===== config.mk =====
export PLATFORM = sky130hd
export DESIGN_NAME = sensor_frame_parser_lowpass_top
export DESIGN_NICKNAME = d
export VERILOG_FILES = /design/src/rtl/core/sfp_pkg.sv /design/src/rtl/core/sfp_parser.sv /design/src/rtl/core/sfp_filter.sv /design/src/rtl/core/sensor_frame_parser_lowpass_top.sv
export SDC_FILE = /design/constraint.sdc
export NUM_CORES = 1
export LEC_CHECK = 0
export ABC_AREA = 1
export BUFFER_PORTS_ARGS = -buffer_cell sky130_fd_sc_hd__clkbuf_2
export CAP_MARGIN = 15
export CORE_ASPECT_RATIO = 0.7
export CORE_MARGIN = 5
export CORE_UTILIZATION = 62
export CTS_BUF_LIST = sky130_fd_sc_hd__clkbuf_8
export DETAILED_ROUTE_END_ITERATION = 12
export MAX_ROUTING_LAYER = met4
export PLACE_DENSITY_LB_ADDON = 0.12
export REMOVE_ABC_BUFFERS = 1
export SETUP_SLACK_MARGIN = 0.1
export SYNTH_ARGS = -nofsm -noshare
export SYNTH_HDL_FRONTEND = slang
export SYNTH_SLANG_ARGS = --single-unit

===== constraint.sdc =====
create_clock -name clk -period 11.3 [get_ports clk]
set_input_delay 1.13 -clock clk [delete_from_list [all_inputs] [get_ports clk]]
set_output_delay 1.13 -clock clk [all_outputs]
set_load 0.005 [all_outputs]

===== src/rtl/core/sfp_pkg.sv =====
// sfp_pkg: shared constants, codes and types of the sensor frame parser
// with sum checksum and low-pass temperature filter
// no dependencies
package sfp_pkg;

    // frame field limits
    localparam logic [7:0] MAX_FIELD_VALUE     = 8'd16;
    localparam logic [8:0] FRAME_LIMIT         = 9'd24;
    localparam logic [5:0] HEADER_BYTES        = 6'd5;
    localparam logic [4:0] TEMP_MIN_LENGTH     = 5'd7;

    // byte positions inside a frame
    localparam logic [4:0] POS_ADDRESS   = 5'd0;
    localparam logic [4:0] POS_COMMAND   = 5'd1;
    localparam logic [4:0] POS_START_REG = 5'd2;
    localparam logic [4:0] POS_LENGTH    = 5'd3;
    localparam logic [4:0] POS_TEMP_HIGH = 5'd9;
    localparam logic [4:0] POS_TEMP_LOW  = 5'd10;

    // filter fixed point
    localparam int          FILTER_FRACTION_BITS = 8;
    localparam int          GAIN_SHIFT           = 8;
    localparam logic [23:0] FILTER_MAX           = 24'hFF_FFFF;
    localparam logic [8:0]  GAIN_FULL            = 9'd256;

    // configuration register indexes
    localparam logic [1:0] REG_DEVICE_ADDRESS       = 2'd0;
    localparam logic [1:0] REG_COMMAND_CODE         = 2'd1;
    localparam logic [1:0] REG_TEMPERATURE_REGISTER = 2'd2;
    localparam logic [1:0] REG_FILTER_GAIN          = 2'd3;

    // configuration reset values
    localparam logic [7:0] DEVICE_ADDRESS_RST       = 8'hA4;
    localparam logic [7:0] COMMAND_CODE_RST         = 8'h03;
    localparam logic [7:0] TEMPERATURE_REGISTER_RST = 8'h07;
    localparam logic [8:0] FILTER_GAIN_RST          = 9'd51;

    // frame status codes
    localparam logic [1:0] STATUS_BAD_SUM = 2'd0;
    localparam logic [1:0] STATUS_GOOD    = 2'd1;
    localparam logic [1:0] STATUS_TEMP    = 2'd2;

    typedef struct packed {
        logic [7:0] device_address;
        logic [7:0] command_code;
        logic [7:0] temperature_register;
        logic [8:0] filter_gain;
    } sfp_cfg_t;

    // what the parser reports for one word
    typedef struct packed {
        logic        done;
        logic [1:0]  status;
        logic [15:0] temp_raw;
        logic        sample;
    } sfp_evt_t;

endpackage


===== src/rtl/core/sfp_parser.sv =====
// sfp_parser: frame state and running checksum, one word per enabled cycle
// depends on sfp_pkg
module sfp_parser
    import sfp_pkg::*;
(
    input  logic       clk,
    input  logic       rst_n,
    input  logic       en,
    input  logic [7:0] rx_byte,
    input  sfp_cfg_t   cfg,
    output sfp_evt_t   evt
);

    logic [4:0] count_reg, count_next;
    logic [7:0] sum_reg, sum_next;
    logic [7:0] sreg_seen_reg, sreg_seen_next;
    logic [4:0] len_reg, len_next;
    logic [7:0] high_reg, high_next;
    logic [7:0] low_reg, low_next;

    logic [5:0] last_pos;
    logic [8:0] frame_len;
    logic       advance;

    assign last_pos  = {1'b0, len_reg} + HEADER_BYTES;
    assign frame_len = {1'b0, rx_byte} + 9'(HEADER_BYTES);

    // frame decode for the current word
    always_comb
    begin
        count_next     = count_reg;
        sum_next       = sum_reg;
        sreg_seen_next = sreg_seen_reg;
        len_next       = len_reg;
        high_next      = high_reg;
        low_next       = low_reg;
        advance        = 1'b0;
        evt.done       = 1'b0;
        evt.status     = STATUS_BAD_SUM;
        evt.temp_raw   = 16'd0;
        evt.sample     = 1'b0;

        unique case (count_reg)
            POS_ADDRESS:
            begin
                if (rx_byte == cfg.device_address)
                begin
                    sum_next   = rx_byte;
                    count_next = POS_COMMAND;
                end
            end
            POS_COMMAND:
            begin
                if (rx_byte != cfg.command_code)
                    count_next = POS_ADDRESS;
                else
                    advance = 1'b1;
            end
            POS_START_REG:
            begin
                if (rx_byte > MAX_FIELD_VALUE)
                    count_next = POS_ADDRESS;
                else
                begin
                    sreg_seen_next = rx_byte;
                    advance        = 1'b1;
                end
            end
            POS_LENGTH:
            begin
                if (rx_byte > MAX_FIELD_VALUE || frame_len > FRAME_LIMIT)
                    count_next = POS_ADDRESS;
                else
                begin
                    len_next = rx_byte[4:0];
                    advance  = 1'b1;
                end
            end
            default:
            begin
                if (({1'b0, count_reg} + 6'd1) >= last_pos)
                begin
                    // checksum word closes the frame
                    count_next = POS_ADDRESS;
                    evt.done   = 1'b1;
                    if (sum_reg != rx_byte)
                        evt.status = STATUS_BAD_SUM;
                    else if (sreg_seen_reg == cfg.temperature_register
                             && len_reg >= TEMP_MIN_LENGTH)
                    begin
                        evt.status   = STATUS_TEMP;
                        evt.temp_raw = {high_reg, low_reg};
                        evt.sample   = 1'b1;
                    end
                    else
                        evt.status = STATUS_GOOD;
                end
                else
                begin
                    if (count_reg == POS_TEMP_HIGH)
                        high_next = rx_byte;
                    else if (count_reg == POS_TEMP_LOW)
                        low_next = rx_byte;
                    advance = 1'b1;
                end
            end
        endcase

        if (advance)
        begin
            sum_next   = sum_reg + rx_byte;
            count_next = count_reg + 5'd1;
        end
    end

    // frame state registers
    always_ff @(posedge clk or negedge rst_n)
    begin
        if (!rst_n)
        begin
            count_reg     <= '0;
            sum_reg       <= '0;
            sreg_seen_reg <= '0;
            len_reg       <= '0;
            high_reg      <= '0;
            low_reg       <= '0;
        end
        else if (en)
        begin
            count_reg     <= count_next;
            sum_reg       <= sum_next;
            sreg_seen_reg <= sreg_seen_next;
            len_reg       <= len_next;
            high_reg      <= high_next;
            low_reg       <= low_next;
        end
    end

endmodule


===== src/rtl/core/sfp_filter.sv =====
// sfp_filter: first-order low-pass on temperature samples, one multiplier
// depends on sfp_pkg
module sfp_filter
    import sfp_pkg::*;
(
    input  logic        clk,
    input  logic        rst_n,
    input  logic        en,
    input  logic        sample,
    input  logic [15:0] temp_raw,
    input  logic [8:0]  gain,
    output logic [23:0] value_next
);

    logic        primed_reg;
    logic [23:0] value_reg;

    logic [31:0]        x_wide;
    logic [23:0]        x;
    logic [8:0]         g;
    logic signed [9:0]  g_s;
    logic signed [24:0] d_s;
    logic signed [34:0] prod_s;
    logic signed [34:0] blend_s;
    logic               load;

    // scaled sample, clamped to the filter range
    assign x_wide = 32'(temp_raw) << FILTER_FRACTION_BITS;
    assign x      = (x_wide > 32'(FILTER_MAX)) ? FILTER_MAX : x_wide[23:0];
    assign g      = (gain > GAIN_FULL) ? GAIN_FULL : gain;

    // v + g*(x - v)/256 equals (g*x + (256-g)*v)/256 floored, and stays in range
    assign g_s     = $signed({1'b0, g});
    assign d_s     = $signed({1'b0, x}) - $signed({1'b0, value_reg});
    assign prod_s  = 35'(g_s) * 35'(d_s);
    assign blend_s = $signed({11'd0, value_reg}) + (prod_s >>> GAIN_SHIFT);

    assign load = en && sample;

    always_comb
    begin
        if (!load)
            value_next = value_reg;
        else if (!primed_reg)
            value_next = x;
        else
            value_next = blend_s[23:0];
    end

    // filter state
    always_ff @(posedge clk or negedge rst_n)
    begin
        if (!rst_n)
        begin
            primed_reg <= 1'b0;
            value_reg  <= '0;
        end
        else if (load)
        begin
            primed_reg <= 1'b1;
            value_reg  <= value_next;
        end
    end

endmodule


===== src/rtl/core/sensor_frame_parser_lowpass_top.sv =====
// sensor_frame_parser_lowpass_top: input word register, parser, filter, result register
// depends on sfp_pkg, sfp_parser, sfp_filter
//
//  channel   direction  payload (low bit first)                        handshake
//  s_*       in         rx_byte[7:0]                                   tvalid/tready
//  m_*       out        frame_status[1:0] temp_raw[17:2]               tvalid/tready
//                       temp_filtered[41:18], zero fill to 48
//  cfg_*     in         index 0..3, data up to 9 bits                  cfg_we only
//
// one received word per cycle sustained unless a checksum word meets a full result slot;
// a result becomes valid once its checksum word has passed the input and result registers
// the critical path is the checksum compare feeding the filter multiplier
// reset clears frame state, filter and handshakes; config returns to defaults
// a stalled result only holds the pipe when another checksum word arrives
module sensor_frame_parser_lowpass_top
    import sfp_pkg::*;
(
    input  logic        clk,
    input  logic        rst_n,
    input  logic        s_tvalid,
    output logic        s_tready,
    input  logic [7:0]  s_tdata,    // rx_byte[7:0]
    output logic        m_tvalid,
    input  logic        m_tready,
    output logic [47:0] m_tdata,    // frame_status[1:0], temp_raw[17:2], temp_filtered[41:18]
    input  logic        cfg_we,
    input  logic [1:0]  cfg_index,
    input  logic [8:0]  cfg_wdata
);

    sfp_cfg_t cfg_reg;

    logic        stg_valid_reg;
    logic [7:0]  stg_byte_reg;
    logic        m_valid_reg;
    logic [47:0] m_data_reg;

    sfp_evt_t    evt;
    logic [23:0] filt_next;
    logic        out_free;
    logic        go;

    // configuration registers
    always_ff @(posedge clk or negedge rst_n)
    begin
        if (!rst_n)
        begin
            cfg_reg.device_address       <= DEVICE_ADDRESS_RST;
            cfg_reg.command_code         <= COMMAND_CODE_RST;
            cfg_reg.temperature_register <= TEMPERATURE_REGISTER_RST;
            cfg_reg.filter_gain          <= FILTER_GAIN_RST;
        end
        else if (cfg_we)
        begin
            unique case (cfg_index)
                REG_DEVICE_ADDRESS:       cfg_reg.device_address       <= cfg_wdata[7:0];
                REG_COMMAND_CODE:         cfg_reg.command_code         <= cfg_wdata[7:0];
                REG_TEMPERATURE_REGISTER: cfg_reg.temperature_register <= cfg_wdata[7:0];
                REG_FILTER_GAIN:          cfg_reg.filter_gain          <= cfg_wdata;
            endcase
        end
    end

    // pipe control: a word moves on unless it closes a frame into a full result slot
    assign out_free = !m_valid_reg || m_tready;
    assign go       = stg_valid_reg && (!evt.done || out_free);
    assign s_tready = !stg_valid_reg || go;

    // input word register
    always_ff @(posedge clk or negedge rst_n)
    begin
        if (!rst_n)
            stg_valid_reg <= 1'b0;
        else if (s_tvalid && s_tready)
            stg_valid_reg <= 1'b1;
        else if (go)
            stg_valid_reg <= 1'b0;
    end

    always_ff @(posedge clk)
    begin
        if (s_tvalid && s_tready)
            stg_byte_reg <= s_tdata;
    end

    sfp_parser u_parser (
        .clk     (clk),
        .rst_n   (rst_n),
        .en      (go),
        .rx_byte (stg_byte_reg),
        .cfg     (cfg_reg),
        .evt     (evt)
    );

    sfp_filter u_filter (
        .clk        (clk),
        .rst_n      (rst_n),
        .en         (go),
        .sample     (evt.sample),
        .temp_raw   (evt.temp_raw),
        .gain       (cfg_reg.filter_gain),
        .value_next (filt_next)
    );

    // result register
    always_ff @(posedge clk or negedge rst_n)
    begin
        if (!rst_n)
            m_valid_reg <= 1'b0;
        else if (go && evt.done)
            m_valid_reg <= 1'b1;
        else if (m_tready)
            m_valid_reg <= 1'b0;
    end

    always_ff @(posedge clk)
    begin
        if (go && evt.done)
            m_data_reg <= {6'd0, filt_next, evt.temp_raw, evt.status};
    end

    assign m_tvalid = m_valid_reg;
    assign m_tdata  = m_data_reg;

endmodule

### Word level (Yosys, flattened, before mapping)

Index checks and enable logic that the tools add are counted.

* input bits: 24
* word-level logic and storage cells: 112
* bits in registers: 152

* equal/unequal tests: 16
* mux-type cells: 29
* multiply operators: 1
* $lt $le $gt $ge: 6
* bitwise operators: 5
* reduce and logical (&&, ||, !) cells: 31
* add/subtract/negate cells: 7

Operators by type and width (number)
* 24-bit two-way mux: 3
* 20-bit two-way mux: 2
* 17-bit two-way mux: 2
* 10-bit by 25-bit multiplier with 32-bit output: 1
* 5-bit two-way mux: 6
* 24-bit by 24-bit subtractor with 25-bit output: 1
* 24-bit adder: 1
* 24-bit greater-than comparator, second input constant: 1
* 8-bit two-way mux: 3
* 5-bit case mux with 4 select lines: 1
* 8-bit equality test: 2
* 8-bit != test: 2
* 3-bit by 1-bit != test with 1-bit output, second input constant: 4
* 5-bit by 2-bit equality test with 1-bit output, second input constant: 2
* 5-bit by 4-bit equality test with 1-bit output, second input constant: 2
* 8-bit by 3-bit adder with 9-bit output, second input constant: 1
* 9-bit by 5-bit greater-than comparator with 1-bit output, second input constant: 1
* 9-bit greater-than comparator, second input constant: 1
* 9-bit two-way mux: 1
* 3-bit AND reduction: 3
* 8-bit adder: 1
* 8-bit by 5-bit greater-than comparator with 1-bit output, second input constant: 1
* 1-bit two-way mux: 8
* 2-bit AND reduction: 4
* other kinds (23): 41

### Logic depth before layout (Yosys ltp)

* word-level depth: 13
* gate-level depth with buffers: 59
* depth with buffers taken out: 57

### Modules after synthesis

A second synthesis with hierarchy kept.

* cells, all modules: 2141
* area total of the unflattened synthesis: 17250.3 sq um

By module, submodules not included
* sfp_filter: area each 10983.0 sq um, cells each 1490, seq. area each 625.6 sq um, instances 1
* sensor_frame_parser_lowpass_top: area each 3139.3 sq um, cells each 217, seq. area each 2392.3 sq um, instances 1
* sfp_parser: area each 3128.0 sq um, cells each 434, seq. area each 1051.0 sq um, instances 1

### Least setup slack after synthesis

No wires, ideal clock.

* kind: register to register
* from: reg u_parser.len_reg[0]
* to: reg m_data_reg[41] (netlist: m_tdata[41]), data pin
* path buffers: 1
* data required time: 11.047 ns
* path slack: 2.008 ns
* setup time: 0.253 ns
* stages on the path, launching flop included: 57
* arrival time: 9.039 ns
* cell sequence: dfrtp_1 > ha_1 > o21ai_0 > xor2_1 > ha_1 > nand2_1 > o21ai_0 > a31oi_1 > nand2_1 > nand2_2 > nor2_4 > nand2_4 > buf_2 > nor2_1 > ha_1 > a21oi_1 > nand2_1 > a21oi_1 > [21 not listed] > a2111oi_0 > nand3_1 > nand2_1 > inv_1 > ha_1 > inv_1 > nor3_1 > nand2_1 > nor2_1 > nand2_1 > nand3_1 > inv_1 > nand2_1 > nand2_1 > nand2_1 > nand3_1 > nand2_1 > nand2_1

RTL lines
* start, declared: RTL line sfp_parser.sv:17 `logic [4:0] len_reg, len_next;`
* start signal, assigned: RTL line sfp_parser.sv:133 `len_reg <= len_next;`
* end signal, assigned: RTL line sensor_frame_parser_lowpass_top.sv:119 `m_data_reg <= {6'd0, filt_next, evt.temp_raw, evt.status};`
* end, declared: RTL line sensor_frame_parser_lowpass_top.sv:36 `logic [47:0] m_data_reg;`

==> run metrics <==
Post-synth ARST share=67.1%; number of routed nets with antenna violations=0; Final setup viols=0; slowest stage cell, crit path=fa_1; Pwr Density=177 nW/um2; nets@finish=2441; worst r2r src=stg_byte_reg[4]; mapped cell area=16500 um2; largest net degree at the start of global routing=64; Final Skew=21.1 ps; Max Slew Vio Count=0; Peak Freq=94.0 MHz; CTS tree=yes; fin crit share=94.1%; postcts setup bufs=0; Die Height=146 um; FF-to-FF End=m_tdata[40]; RSZ-0062 raised after global routing=yes; Gate Count Post-Synth=2054; status=completed; synth top area cells=fa_1 (21%), dfrtp_1 (14%), ha_1 (9.9%), inv_1 (9.2%), edfxtp_1 (9.1%); CP startpoint=stg_byte_reg[4]; CTS H-Tree Depth=4; I/O pins=74; first-pass GRT wire length=72000 um; Final Hold Fails=0; HP Class=register to register; area leader, netlist=fa_1; DRC Markers=0; setup tns final=0 ps; synthesis-stage register bit count=152; CP required=11470 ps; post-synthesis sequential area ratio=24.7%; GPL Wtd Cong=0.978; Top FF cell, synth=dfrtp_1; Worst-Skew Late Latency=480 ps; starting density of the core=62.3%; DR pass1 iterations=5; IO buf count=67; CP endpoint=m_tdata[40]; routed wire length=45200 um; area share of the largest cell type after synthesis=21.1%; cts repair resizes=0; number of flip-flops in the largest register=42; post-DR wirelength/cell=18.1 um; worst-margin pin slew=902 ps; iteration-0 DRC count of the detailed router=1210; worst path arrival time=10810 ps; layout cell share with drive strength beyond 1=8.04%; synth warn=0; Max-Slew Margin vs Limit=39.8%; VDD IR-drop max=143 uV; full die area=30000 um2; Static Leak=9.26 nW; post-layout min period=10640 ps; cell total after placement=2458; most common cell after layout, fill and taps aside=inv_1; DIE WIDTH=205 um; initial antenna violation count=0; crit-path max FO=18; Inserted Diodes=0; GRT Total Usage=31.4%; Setup crit start kind=register; kind of critical path=register to register; max-cap violations=0; Syn-to-layout area delta=7.15%; Crit path largest cell delay=570 ps; number of synthesized flops with an enable pin=50; via count=14000; global route overflow=0; root buffer cell=clkbuf_8; R2R depth=39; commonest non-fill, non-tap cells in the layout=inv_1 (403), nand2_1 (379), nor2_1 (203); vias in the first global route=13400; clock sink count=152; CTS Hold Bufs=0; DP HPWL=37300 um; Worst setup EP type=register; reg-to-reg slack, setup=660 ps; CTS buffer count=17; core box area=26500 um2; # rows=50; Vias/cell=5.62; CTS max path bufs=2; Clock transition at path regs=90 ps; Syn Area/Cell=8.03 um2; fill cell total of the finished layout=2293; Distinct cells, synth=59; Non-Filler Instances=2490
[through the flow]
step | instance area, um2 | setup slack, ps | hold slack (ps) | power [W] | utilization [%]
2_1_floorplan | 16300 | 2120 | 436 | 0.00210 | -
3_3_place_gp | 17200 | 708 | 450 | 0.00259 | 65.0
3_5_place_dp | 17200 | 532 | 472 | 0.00263 | 65.0
4_1_cts | 17600 | 516 | 495 | 0.00309 | 66.6
5_1_grt | 17700 | 54.9 | 512 | 0.00340 | 66.8
6_report | 17700 | 663 | 498 | 0.00313 | 66.8
[logic make-up after synthesis]
group                      Yosys count  synth area share [%]
and+or+nand+nor                    743                  18.8
buffers and inverters              455                  10.6
xor gates and xnor gates            73                  3.92
DFF                                152                  24.7
other                                1                0.0227
adders and majority gates          304                  31.0
AOI/OAI and AO/OA                  326                  11.0
[per-layer routing]
layer  vias to the layer above  wire length, um  GRT usage [%]
met5                         -                0              -
met2                       623            19000           43.3
met4                         0              610           5.69
met1                      6746            20800           47.5
li1                       6577                -              -
met3                        49             4700           8.15
[worst min-delay path by stage]
stage                                    startpoint                         to  slack, ps  cells past startpoint
after global placement    u_parser.sreg_seen_reg[5]  u_parser.sreg_seen_reg[5]        450                      2
after floorplan           u_parser.sreg_seen_reg[5]  u_parser.sreg_seen_reg[5]        440                      2
after CTS                 u_parser.sreg_seen_reg[7]  u_parser.sreg_seen_reg[7]        500                      2
after global routing            u_parser.low_reg[3]        u_parser.low_reg[3]        510                      2
final                           u_parser.low_reg[3]        u_parser.low_reg[3]        500                      2
after detailed placement  u_parser.sreg_seen_reg[7]  u_parser.sreg_seen_reg[7]        470                      2
[cell type report]
class | instances | area (um2) | area share [%]
multi-input cells | 1452 | 10700 | 60.8
flip-flops and latches | 152 | 4070 | 23.0
inverters | 409 | 1540 | 8.69
well taps | 364 | 455 | 2.58
repair buffers | 81 | 443 | 2.51
clock buffers | 17 | 234 | 1.32
clock inverters | 15 | 193 | 1.09
[cells in the mapped netlist (3+ instances only)]
cell type  count
nand2_1      380
a21oi_1      103
nor2_4         3
o22ai_1        6
o21a_1         3
fa_1         174
xor2_1        46
nor3_1        22
nand3_1       80
dfrtp_1       90
o21bai_1       4
a21o_1        10
inv_1        403
nand2_2        3
o211ai_1       9
a211oi_1       3
o31ai_1        5
nor2_1       204
xnor2_1       26
buf_4          7
nor2_2         3
o21ai_1        6
o21ai_0      145
edfxtp_1      50
nor4_1         5
nand4_1       16
a31oi_1       16
dfstp_2       12
or2_2         15
inv_2          5
ha_1         130
clkbuf_1      30
buf_2          8
[critical path: cells and delay by family (launching register included)]
family	cells	cell delay (ps)
xor gates and xnor gates	1	300
adders and majority gates	9	4020
AOI/OAI and AO/OA	13	2590
and+or+nand+nor	11	2510
DFF	1	550
buffers and inverters	5	350
[where the power goes]
part / switching, W / internal, W
combinational: 0.00128 / 0.000669
clock: 0.000232 / 0.000223
sequential: 0.0000663 / 0.000660
total: 0.00158 / 0.00155
Power figures use the tool's default switching activity.
